**src/hdl/msync_pkg.sv**
```systemverilog
// Shared constants, types and the metric weight function of the syncopation scorer.
`timescale 1ns / 1ps

package msync_pkg;

  localparam int METER_MAX = 64;
  localparam int METER_W   = 7;
  localparam int POS_W     = $clog2(METER_MAX);
  localparam int WEIGHT_W  = 3;
  localparam int SCORE_W   = 12;
  localparam int CODE_W    = 2;
  localparam int PADDR_W   = 3;
  localparam int PDATA_W   = 32;

  localparam logic [METER_W-1:0]  METER_RESET     = METER_W'(4);
  localparam logic [SCORE_W-1:0]  SCORE_MAX       = {SCORE_W{1'b1}};
  localparam logic [WEIGHT_W-1:0] DOWNBEAT_WEIGHT = WEIGHT_W'(4);
  localparam logic [WEIGHT_W-1:0] HALF_WEIGHT     = WEIGHT_W'(3);
  localparam logic [WEIGHT_W-1:0] EVEN_WEIGHT     = WEIGHT_W'(2);
  localparam logic [WEIGHT_W-1:0] ODD_WEIGHT      = WEIGHT_W'(1);

  localparam logic [CODE_W-1:0] CODE_REST = CODE_W'(0);
  localparam logic [CODE_W-1:0] CODE_HIT  = CODE_W'(1);

  localparam logic [PADDR_W-1:0] REG_METER_LENGTH = PADDR_W'(0);

  typedef logic [METER_W-1:0]  meter_t;
  typedef logic [POS_W-1:0]    pos_t;
  typedef logic [WEIGHT_W-1:0] weight_t;
  typedef logic [SCORE_W-1:0]  score_t;

  function automatic weight_t metric_weight(pos_t pos, meter_t meter);
    meter_t half;
    half = meter >> 1;
    if (pos == '0) begin
      return DOWNBEAT_WEIGHT;
    end else if ({1'b0, pos} == half) begin
      return HALF_WEIGHT;
    end else if (!pos[0]) begin
      return EVEN_WEIGHT;
    end else begin
      return ODD_WEIGHT;
    end
  endfunction

endpackage

```
**src/hdl/metric_syncopation_scorer.sv**
```systemverilog
// Top level of the metric syncopation scorer: input register, scoring logic and result register.
`timescale 1ns / 1ps

// The block takes one pattern step per cycle and keeps a sustained rate of one step per
// cycle unless a last step waits on a full, stalled result register; a step is held in
// the input register, and its score, produced only on a step marked last, is written to
// the result register as that step leaves. Weight lookup, pair compare and the saturating
// add all sit between those two registers. meter_length is written over the APB port at
// byte address 0 and should only be changed while the block is idle.
module metric_syncopation_scorer (
  input  logic                         clk,
  input  logic                         rst_n,
  input  logic                         in_valid,
  output logic                         in_stall,
  input  logic [msync_pkg::CODE_W-1:0] in_step_code,
  input  logic                         in_last_step,
  output logic                         out_valid,
  input  logic                         out_stall,
  output logic [msync_pkg::SCORE_W-1:0] out_score,
  input  logic                          psel,
  input  logic                          penable,
  input  logic                          pwrite,
  input  logic [msync_pkg::PADDR_W-1:0] paddr,
  input  logic [msync_pkg::PDATA_W-1:0] pwdata,
  output logic [msync_pkg::PDATA_W-1:0] prdata,
  output logic                          pready
);
  import msync_pkg::*;

  meter_t              meter_r;
  logic                s1_valid_r;
  logic [CODE_W-1:0]   s1_code_r;
  logic                s1_last_r;
  logic                out_valid_r;
  score_t              out_score_r;

  pos_t                bar_position_r, bar_position_nxt;
  logic                prior_was_hit_r, prior_was_hit_nxt;
  weight_t             prior_weight_r, prior_weight_nxt;
  logic                opening_was_rest_r, opening_was_rest_nxt;
  logic                at_pattern_start_r, at_pattern_start_nxt;
  score_t              running_score_r, running_score_nxt;

  logic                advance;
  logic                in_accept;
  meter_t              meter_eff;
  weight_t             w;
  logic                is_hit, is_rest, opening_rest_eff;
  weight_t             pair_add, wrap_add;
  logic [SCORE_W+1:0]  total;
  score_t              total_sat;
  meter_t              pos_inc;

  assign pready = 1'b1;
  assign prdata = (paddr == REG_METER_LENGTH) ?
                  {{(PDATA_W-METER_W){1'b0}}, meter_r} : '0;

  always_ff @(posedge clk) begin
    if (!rst_n) begin
      meter_r <= METER_RESET;
    end else if (psel && penable && pwrite && pready && paddr == REG_METER_LENGTH) begin
      meter_r <= pwdata[METER_W-1:0];
    end
  end

  // The stage moves on unless it holds a last step and the result register is full and stalled.
  assign advance   = s1_valid_r && (!s1_last_r || !out_valid_r || !out_stall);
  assign in_stall  = s1_valid_r && !advance;
  assign in_accept = in_valid && !in_stall;

  always_comb begin
    if (meter_r == '0) begin
      meter_eff = meter_t'(1);
    end else if (meter_r > meter_t'(METER_MAX)) begin
      meter_eff = meter_t'(METER_MAX);
    end else begin
      meter_eff = meter_r;
    end
  end

  always_comb begin
    w                = metric_weight(bar_position_r, meter_eff);
    is_hit           = (s1_code_r == CODE_HIT);
    is_rest          = (s1_code_r == CODE_REST);
    opening_rest_eff = at_pattern_start_r ? is_rest : opening_was_rest_r;

    pair_add = '0;
    if (!at_pattern_start_r && prior_was_hit_r && is_rest && w > prior_weight_r) begin
      pair_add = w - prior_weight_r;
    end
    wrap_add = '0;
    if (s1_last_r && is_hit && opening_rest_eff && DOWNBEAT_WEIGHT > w) begin
      wrap_add = DOWNBEAT_WEIGHT - w;
    end

    total     = {2'b00, running_score_r} + {{(SCORE_W-1){1'b0}}, pair_add}
              + {{(SCORE_W-1){1'b0}}, wrap_add};
    total_sat = (total > {2'b00, SCORE_MAX}) ? SCORE_MAX : total[SCORE_W-1:0];

    pos_inc = {1'b0, bar_position_r} + meter_t'(1);

    bar_position_nxt     = bar_position_r;
    prior_was_hit_nxt    = prior_was_hit_r;
    prior_weight_nxt     = prior_weight_r;
    opening_was_rest_nxt = opening_was_rest_r;
    at_pattern_start_nxt = at_pattern_start_r;
    running_score_nxt    = running_score_r;

    if (advance) begin
      if (s1_last_r) begin
        bar_position_nxt     = '0;
        prior_was_hit_nxt    = 1'b0;
        prior_weight_nxt     = '0;
        opening_was_rest_nxt = 1'b0;
        at_pattern_start_nxt = 1'b1;
        running_score_nxt    = '0;
      end else begin
        bar_position_nxt     = (pos_inc >= meter_eff) ? '0 : pos_inc[POS_W-1:0];
        prior_was_hit_nxt    = is_hit;
        prior_weight_nxt     = w;
        opening_was_rest_nxt = opening_rest_eff;
        at_pattern_start_nxt = 1'b0;
        running_score_nxt    = total_sat;
      end
    end
  end

  always_ff @(posedge clk) begin
    if (!rst_n) begin
      s1_valid_r         <= 1'b0;
      out_valid_r        <= 1'b0;
      bar_position_r     <= '0;
      prior_was_hit_r    <= 1'b0;
      prior_weight_r     <= '0;
      opening_was_rest_r <= 1'b0;
      at_pattern_start_r <= 1'b1;
      running_score_r    <= '0;
    end else begin
      if (in_accept) begin
        s1_valid_r <= 1'b1;
      end else if (advance) begin
        s1_valid_r <= 1'b0;
      end
      if (advance && s1_last_r) begin
        out_valid_r <= 1'b1;
      end else if (!out_stall) begin
        out_valid_r <= 1'b0;
      end
      bar_position_r     <= bar_position_nxt;
      prior_was_hit_r    <= prior_was_hit_nxt;
      prior_weight_r     <= prior_weight_nxt;
      opening_was_rest_r <= opening_was_rest_nxt;
      at_pattern_start_r <= at_pattern_start_nxt;
      running_score_r    <= running_score_nxt;
    end
  end

  always_ff @(posedge clk) begin
    if (in_accept) begin
      s1_code_r <= in_step_code;
      s1_last_r <= in_last_step;
    end
    if (advance && s1_last_r) begin
      out_score_r <= total_sat;
    end
  end

  assign out_valid = out_valid_r;
  assign out_score = out_score_r;

endmodule

```
**config.mk**
```make
export PLATFORM = sky130hd
export DESIGN_NAME = metric_syncopation_scorer
export DESIGN_NICKNAME = d
export VERILOG_FILES = /design/src/hdl/msync_pkg.sv /design/src/hdl/metric_syncopation_scorer.sv
export SDC_FILE = /design/constraint.sdc
export NUM_CORES = 1
export LEC_CHECK = 0
export CAP_MARGIN = 20
export CORE_MARGIN = 1
export CORE_UTILIZATION = 28
export CTS_CLUSTER_SIZE = 24
export DETAILED_ROUTE_END_ITERATION = 10
export DONT_BUFFER_PORTS = 1
export REMOVE_ABC_BUFFERS = 1
export SLEW_MARGIN = 10
export SYNTH_ARGS = -nofsm -noshare
export SYNTH_HDL_FRONTEND = slang
export SYNTH_SLANG_ARGS = --single-unit
```
**constraint.sdc**
```tcl
create_clock -name clk -period 5.13 [get_ports clk]
set_clock_uncertainty 0.05 [all_clocks]
set_input_delay 0.7695 -clock clk [delete_from_list [all_inputs] [get_ports clk]]
set_output_delay 0.7695 -clock clk [all_outputs]
set_load 0.05 [all_outputs]
```
After elaboration in Yosys (flattened, before gate mapping)
Index checks and enable logic that the tools add are counted.
{"block": "totals", "register_bits": 48, "latchBits": 0, "ramBits": 0, "mem_bits_ro": 0, "input_bits": 45, "output_inout_bits": 47, "memories": 0}
{"block": "op_classes", "add_sub_neg": 5, "mul": 0, "div_mod_pow": 0, "n_lt_le_gt_ge": 5, "eq_ne": 3, "n_shift": 0, "n_mux": 21, "bitwise": 0, "reduce_logical": 26}
{"operator": "12-bit 2-to-1 mux", "count": 2}
{"operator": "7-bit 2-to-1 mux", "count": 3}
{"operator": "13-bit by 3-bit adder with 14-bit output", "count": 1}
{"operator": "14-bit by 12-bit greater-than comparator with 1-bit output, second input constant", "count": 1}
{"operator": "12-bit by 3-bit adder with 13-bit output", "count": 1}
{"operator": "1-bit logical AND", "count": 13}
{"operator": "3-bit 2-to-1 mux", "count": 4}
{"operator": "6-bit 2-to-1 mux", "count": 2}
{"operator": "1-bit 2-to-1 mux", "count": 8}
{"operator": "6-bit by 1-bit adder with 7-bit output, second input constant", "count": 1}
{"operator": "7-bit greater-or-equal comparator", "count": 1}
{"operator": "7-bit greater-than comparator, second input constant", "count": 1}
{"operator": "7-bit logical NOT", "count": 1}
{"operator": "6-bit == test", "count": 1}
{"operator": "1-bit logical NOT", "count": 6}
{"operator": "6-bit logical NOT", "count": 1}
{"operator": "2-bit 2-to-1 mux", "count": 2}
{"operator": "3-bit greater-than comparator", "count": 1}
{"operator": "3-bit greater-than comparator, first input constant", "count": 1}
{"operator": "3-bit logical NOT", "count": 1}
{"operator": "3-bit subtractor", "count": 1}
{"operator": "3-bit subtractor, first input constant", "count": 1}
{"operator": "2-bit by 1-bit == test with 1-bit output, second input constant", "count": 1}
{"operator": "2-bit logical NOT", "count": 1}
{"operator": "other kinds (3)", "count": 4}

Longest topological paths before layout
{"block": "depth", "word_depth": 14, "mapped_depth": 22, "mapped_depth_nobuf": 21}

Least setup slack after synthesis
OpenSTA, ideal clock, no wires.
{"block": "synth_path", "path_type": "reg-to-reg", "from": "register bar_position_r[0]", "to": "register running_score_r[7]", "arrival_ns": 4.210, "required_time_ns": 4.952, "slack_ns": 0.742, "stages_incl_launch_ff": 21, "n_path_buf": 1, "synth_period_minus_slack_ns": 4.388, "path_cell_list": "dfxtp_1 > inv_1 > ha_1 > nand3_2 > o31ai_1 > or2_4 > xor2_2 > ha_1 > inv_1 > o31ai_1 > xnor2_1 > a2111oi_2 > fa_1 > ha_1 > a21o_1 > a21oi_1 > or4_1 > buf_2 > o31ai_1 > a22oi_1 > nor2_1"}
{"block": "synth_via", "elab_chain_len": 11, "elab_cells_between_ends": 18}
{"item": "start, declared", "line_no": "metric_syncopation_scorer.sv:37", "rtl": "pos_t bar_position_r, bar_position_nxt;"}
{"item": "start signal, assigned", "line_no": "metric_syncopation_scorer.sv:149", "rtl": "bar_position_r <= bar_position_nxt;"}
{"item": "6-bit == test / 2-bit 2-to-1 mux (equally long branches)", "line_no": "msync_pkg.sv:37, msync_pkg.sv:39"}
{"item": "2-bit 2-to-1 mux", "line_no": "msync_pkg.sv:37", "rtl": "end else if ({1'b0, pos} == half) begin"}
{"item": "3-bit 2-to-1 mux (*)", "line_no": "msync_pkg.sv:35", "rtl": "if (pos == '0) begin"}
{"item": "3-bit greater-than comparator", "line_no": "metric_syncopation_scorer.sv:88", "rtl": "if (!at_pattern_start_r && prior_was_hit_r && is_rest && w > prior_weight_r) begin"}
{"item": "1-bit logical AND", "line_no": "metric_syncopation_scorer.sv:88"}
{"item": "3-bit 2-to-1 mux", "line_no": "metric_syncopation_scorer.sv:88"}
{"item": "12-bit by 3-bit adder with 13-bit output", "line_no": "metric_syncopation_scorer.sv:96", "rtl": "total = {2'b00, running_score_r} + {{(SCORE_W-1){1'b0}}, pair_add}"}
{"item": "13-bit by 3-bit adder with 14-bit output (*)", "line_no": "metric_syncopation_scorer.sv:97", "rtl": "+ {{(SCORE_W-1){1'b0}}, wrap_add};"}
{"item": "14-bit by 12-bit greater-than comparator with 1-bit output", "line_no": "metric_syncopation_scorer.sv:98", "rtl": "total_sat = (total > {2'b00, SCORE_MAX}) ? SCORE_MAX : total[SCORE_W-1:0];"}
{"item": "12-bit 2-to-1 mux (*)", "line_no": "metric_syncopation_scorer.sv:98"}
{"item": "12-bit 2-to-1 mux (*)", "line_no": "metric_syncopation_scorer.sv:110", "rtl": "if (s1_last_r) begin"}
{"item": "end signal, assigned", "line_no": "metric_syncopation_scorer.sv:154", "rtl": "running_score_r <= running_score_nxt;"}
{"item": "end, declared", "line_no": "metric_syncopation_scorer.sv:42", "rtl": "score_t running_score_r, running_score_nxt;"}
Every way passes the cells marked *; elsewhere a longest branch is shown, timed or not.
A chain may end at the register's enable or synchronous reset.

Worst setup path in the final report
{"block": "layout_path", "from": "register bar_position_r[0]", "to": "register running_score_r[10]"}
{"block": "layout_via", "elab_chain_len": 11, "elab_cells_between_ends": 18}
{"item": "6-bit == test / 2-bit 2-to-1 mux (equally long branches)", "line_no": "msync_pkg.sv:37, msync_pkg.sv:39"}
{"item": "2-bit 2-to-1 mux", "line_no": "msync_pkg.sv:37"}
{"item": "3-bit 2-to-1 mux (*)", "line_no": "msync_pkg.sv:35"}
{"item": "3-bit greater-than comparator", "line_no": "metric_syncopation_scorer.sv:88"}
{"item": "1-bit logical AND", "line_no": "metric_syncopation_scorer.sv:88"}
{"item": "3-bit 2-to-1 mux", "line_no": "metric_syncopation_scorer.sv:88"}
{"item": "12-bit by 3-bit adder with 13-bit output", "line_no": "metric_syncopation_scorer.sv:96"}
{"item": "13-bit by 3-bit adder with 14-bit output (*)", "line_no": "metric_syncopation_scorer.sv:97"}
{"item": "14-bit by 12-bit greater-than comparator with 1-bit output", "line_no": "metric_syncopation_scorer.sv:98"}
{"item": "12-bit 2-to-1 mux (*)", "line_no": "metric_syncopation_scorer.sv:98"}
{"item": "net total_sat[10]", "line_no": "metric_syncopation_scorer.sv:51", "rtl": "score_t total_sat;"}
{"item": "12-bit 2-to-1 mux (*)", "line_no": "metric_syncopation_scorer.sv:110"}
The timed path passes the listed nets; every way through them passes the cells marked *.

==> impl_metrics.json <==
{
  "overflow": 0,
  "ys_types": 53,
  "tightestPinTransition_ns": 1.05,
  "die-area_um2": 11100,
  "htree_levels": 2,
  "synth_top_area_share_pct": 22.1,
  "synth-edff-count": 15,
  "p_leak_uw": 0.00128,
  "nets": 393,
  "cts_sinks": 48,
  "drtIter0Drc": 75,
  "ctsResizeCount": 0,
  "dp_hpwl_um": 4310,
  "cts_root_buf": "clkbuf_8",
  "cts_tree": "done",
  "syn_area_um2": 3000,
  "drcViolationCount": 0,
  "yosysWarnings": 0,
  "yosys.area.top_type": "dfxtp_1",
  "io_pins": 92,
  "detail_route.wl_per_cell_um": 12.5,
  "min_path_type": "reg2reg",
  "async_reset_ff_share_pct": 0,
  "postRouteAntennaNets": 0,
  "crit_fanout": 8,
  "required_ns": 5.25,
  "start_kind": "register",
  "clk_pin_slew_ns": 0.09,
  "initial_utilization_pct": 28.9,
  "hold_viol": 0,
  "grt_first_pass_wirelength_um": 9440,
  "rsz0062_at_grt": "no",
  "area_growth_pct": 3.97,
  "die_height_um": 105,
  "relSlewSlack_pct": 30.0,
  "coreArea_um2": 10400,
  "reg2reg_slack_ns": 0.39,
  "max_freq_ghz": 0.211,
  "tns_ns": 0,
  "antenna_found_initial": 0,
  "diodes": 0,
  "finalCritPeriodShare_pct": 92.4,
  "grt_max_degree": 27,
  "yosysMostFrequentCell": "nand2_1",
  "setup-violations-final": 0,
  "grt_usage_pct": 10.6,
  "ys_top_cells_by_area": "dfxtp_1 22%, edfxtp_1 15%, ha_1 6.7%, buf_4 6.5%, nand2_1 4.5%",
  "peakVddDrop_v": 0.000104,
  "io_buffers": 0,
  "cp.arrival_ns": 4.86,
  "slew_viol_final": 0,
  "first_global_vias": 1996,
  "post_cts_buffers": 0,
  "end_kind": "register",
  "clk_latency_ns": 0.29,
  "crit_type": "reg2reg",
  "clockBufferDepth": 2,
  "yosysSeqAreaShare_pct": 37.1,
  "gp_congestion": 0.842,
  "status": "finished, final reports clean",
  "numCtsBuffers": 5,
  "synth.avg_cell_area_um2": 9.05,
  "dr.pass1.iters": 4,
  "vias": 2168,
  "synth-main-ff-cell": "dfxtp_1",
  "synthTopCellsByCount": "36 x nand2_1, 33 x dfxtp_1, 31 x nor2_1",
  "viasPerCell": 4.67,
  "wl_um": 5780,
  "row_count": 37,
  "syn_inst": 331,
  "drive_gt1_share_pct": 7.32,
  "final_util_pct": 30.0,
  "cts_hold_buf": 0,
  "synth-seq-cells": 48,
  "min_period_ns": 4.74,
  "p_per_area_nw_per_um2": 228,
  "cap_violations": 0,
  "chipWidth_um": 105
}
sequential cells by signal (all words and copies together), names as in the netlist:
name                cells
out_score              12
running_score_r        12
meter_r                 7
bar_position_r          6
prior_weight_r          3
s1_code_r               2
at_pattern_start_r      1
opening_was_rest_r      1
out_valid               1
prior_was_hit_r         1
s1_last_r               1
s1_valid_r              1
cell usage in the layout (no fill, tap or decap), drive strengths merged, types with 14 or more instances in the layout:
cell / synthesis / final
nand2: 36 / 36
dfxtp: 33 / 33
nor2: 31 / 31
conb: 2 / 26
ha: 16 / 16
nand3: 16 / 16
edfxtp: 15 / 15
inv: 14 / 14
a21oi: 14 / 14
nand2b: 14 / 14
final timing paths:
path                      startpoint                   to  cells past startpoint
hold / removal    running_score_r[1]   running_score_r[1]                      2
setup reg to reg   bar_position_r[0]  running_score_r[10]                     20
hold reg to reg   running_score_r[1]   running_score_r[1]                      2
setup / recovery   bar_position_r[0]  running_score_r[10]                     20
cell type report:
type                    count  area (um^2)
fillers                  1110         7260
multi-input cells         254         1660
flip-flops and latches     48         1110
well taps                 136          170
clock buffers               5         68.8
inverters                  15         56.3
repair buffers              4         30.0
clock inverters             2         12.5
worst max-delay path, cell delays in order, from the launching register on:
cell       delay (ns)
dfxtp_1          0.49
inv_1            0.20
ha_1             0.25
nand3_2          0.12
o31ai_1          0.11
or2_4            0.26
xor2_2           0.17
ha_1             0.20
inv_1            0.05
o31ai_1          0.07
xnor2_1          0.15
a2111oi_2        0.42
fa_1             0.53
ha_1             0.30
a21o_1           0.10
a21oi_1          0.08
buf_4            0.17
nor4b_1          0.32
mux2_2           0.38
a22oi_1          0.14
nor2_1           0.06
power by group:
| part | leakage, uW | switching, uW | total [uW] | internal, uW |
|---|---|---|---|---|
| clock | 0.0000400 | 126 | 218 | 92.6 |
| combinational | 0.000822 | 70.1 | 84.3 | 14.2 |
| sequential | 0.000418 | 12.4 | 409 | 396 |
metrics by stage:
stage	worst slack, ns	instances	hold slack (ns)	area (um^2)	power, uW
final	0.392	464	0.416	3110	711
after global routing	0.0550	464	0.440	3110	746
after CTS	0.299	464	0.420	3110	723
after detailed placement	0.331	457	0.407	3030	502
after global placement	0.362	457	0.396	3030	501
after floorplan	0.729	317	0.386	2830	490
metal layers:
layer	part of all wire [%]	global-route usage (%)	vias to the layer above
li1	-	-	1080
met3	4.9	2.10	7
met4	1.6	4.02	0
met5	0	0	-
met2	48	17.5	55
met1	46	13.5	1026
cells by family (layout without fill, tap and decap cells):
group / after synthesis / after routing / share of synthesized area (%)
AOI/OAI and AO/OA: 53 / 53 / 12.7
adders and majority gates: 20 / 20 / 9.36
DFF: 48 / 48 / 37.1
muxes: 10 / 10 / 3.43
buffers and inverters: 53 / 26 / 10.5
xor gates and xnor gates: 15 / 15 / 4.64
other: 2 / 26 / 0.251
and+or+nand+nor: 130 / 130 / 22.0
Note: power is estimated with default switching activity, not from simulation.
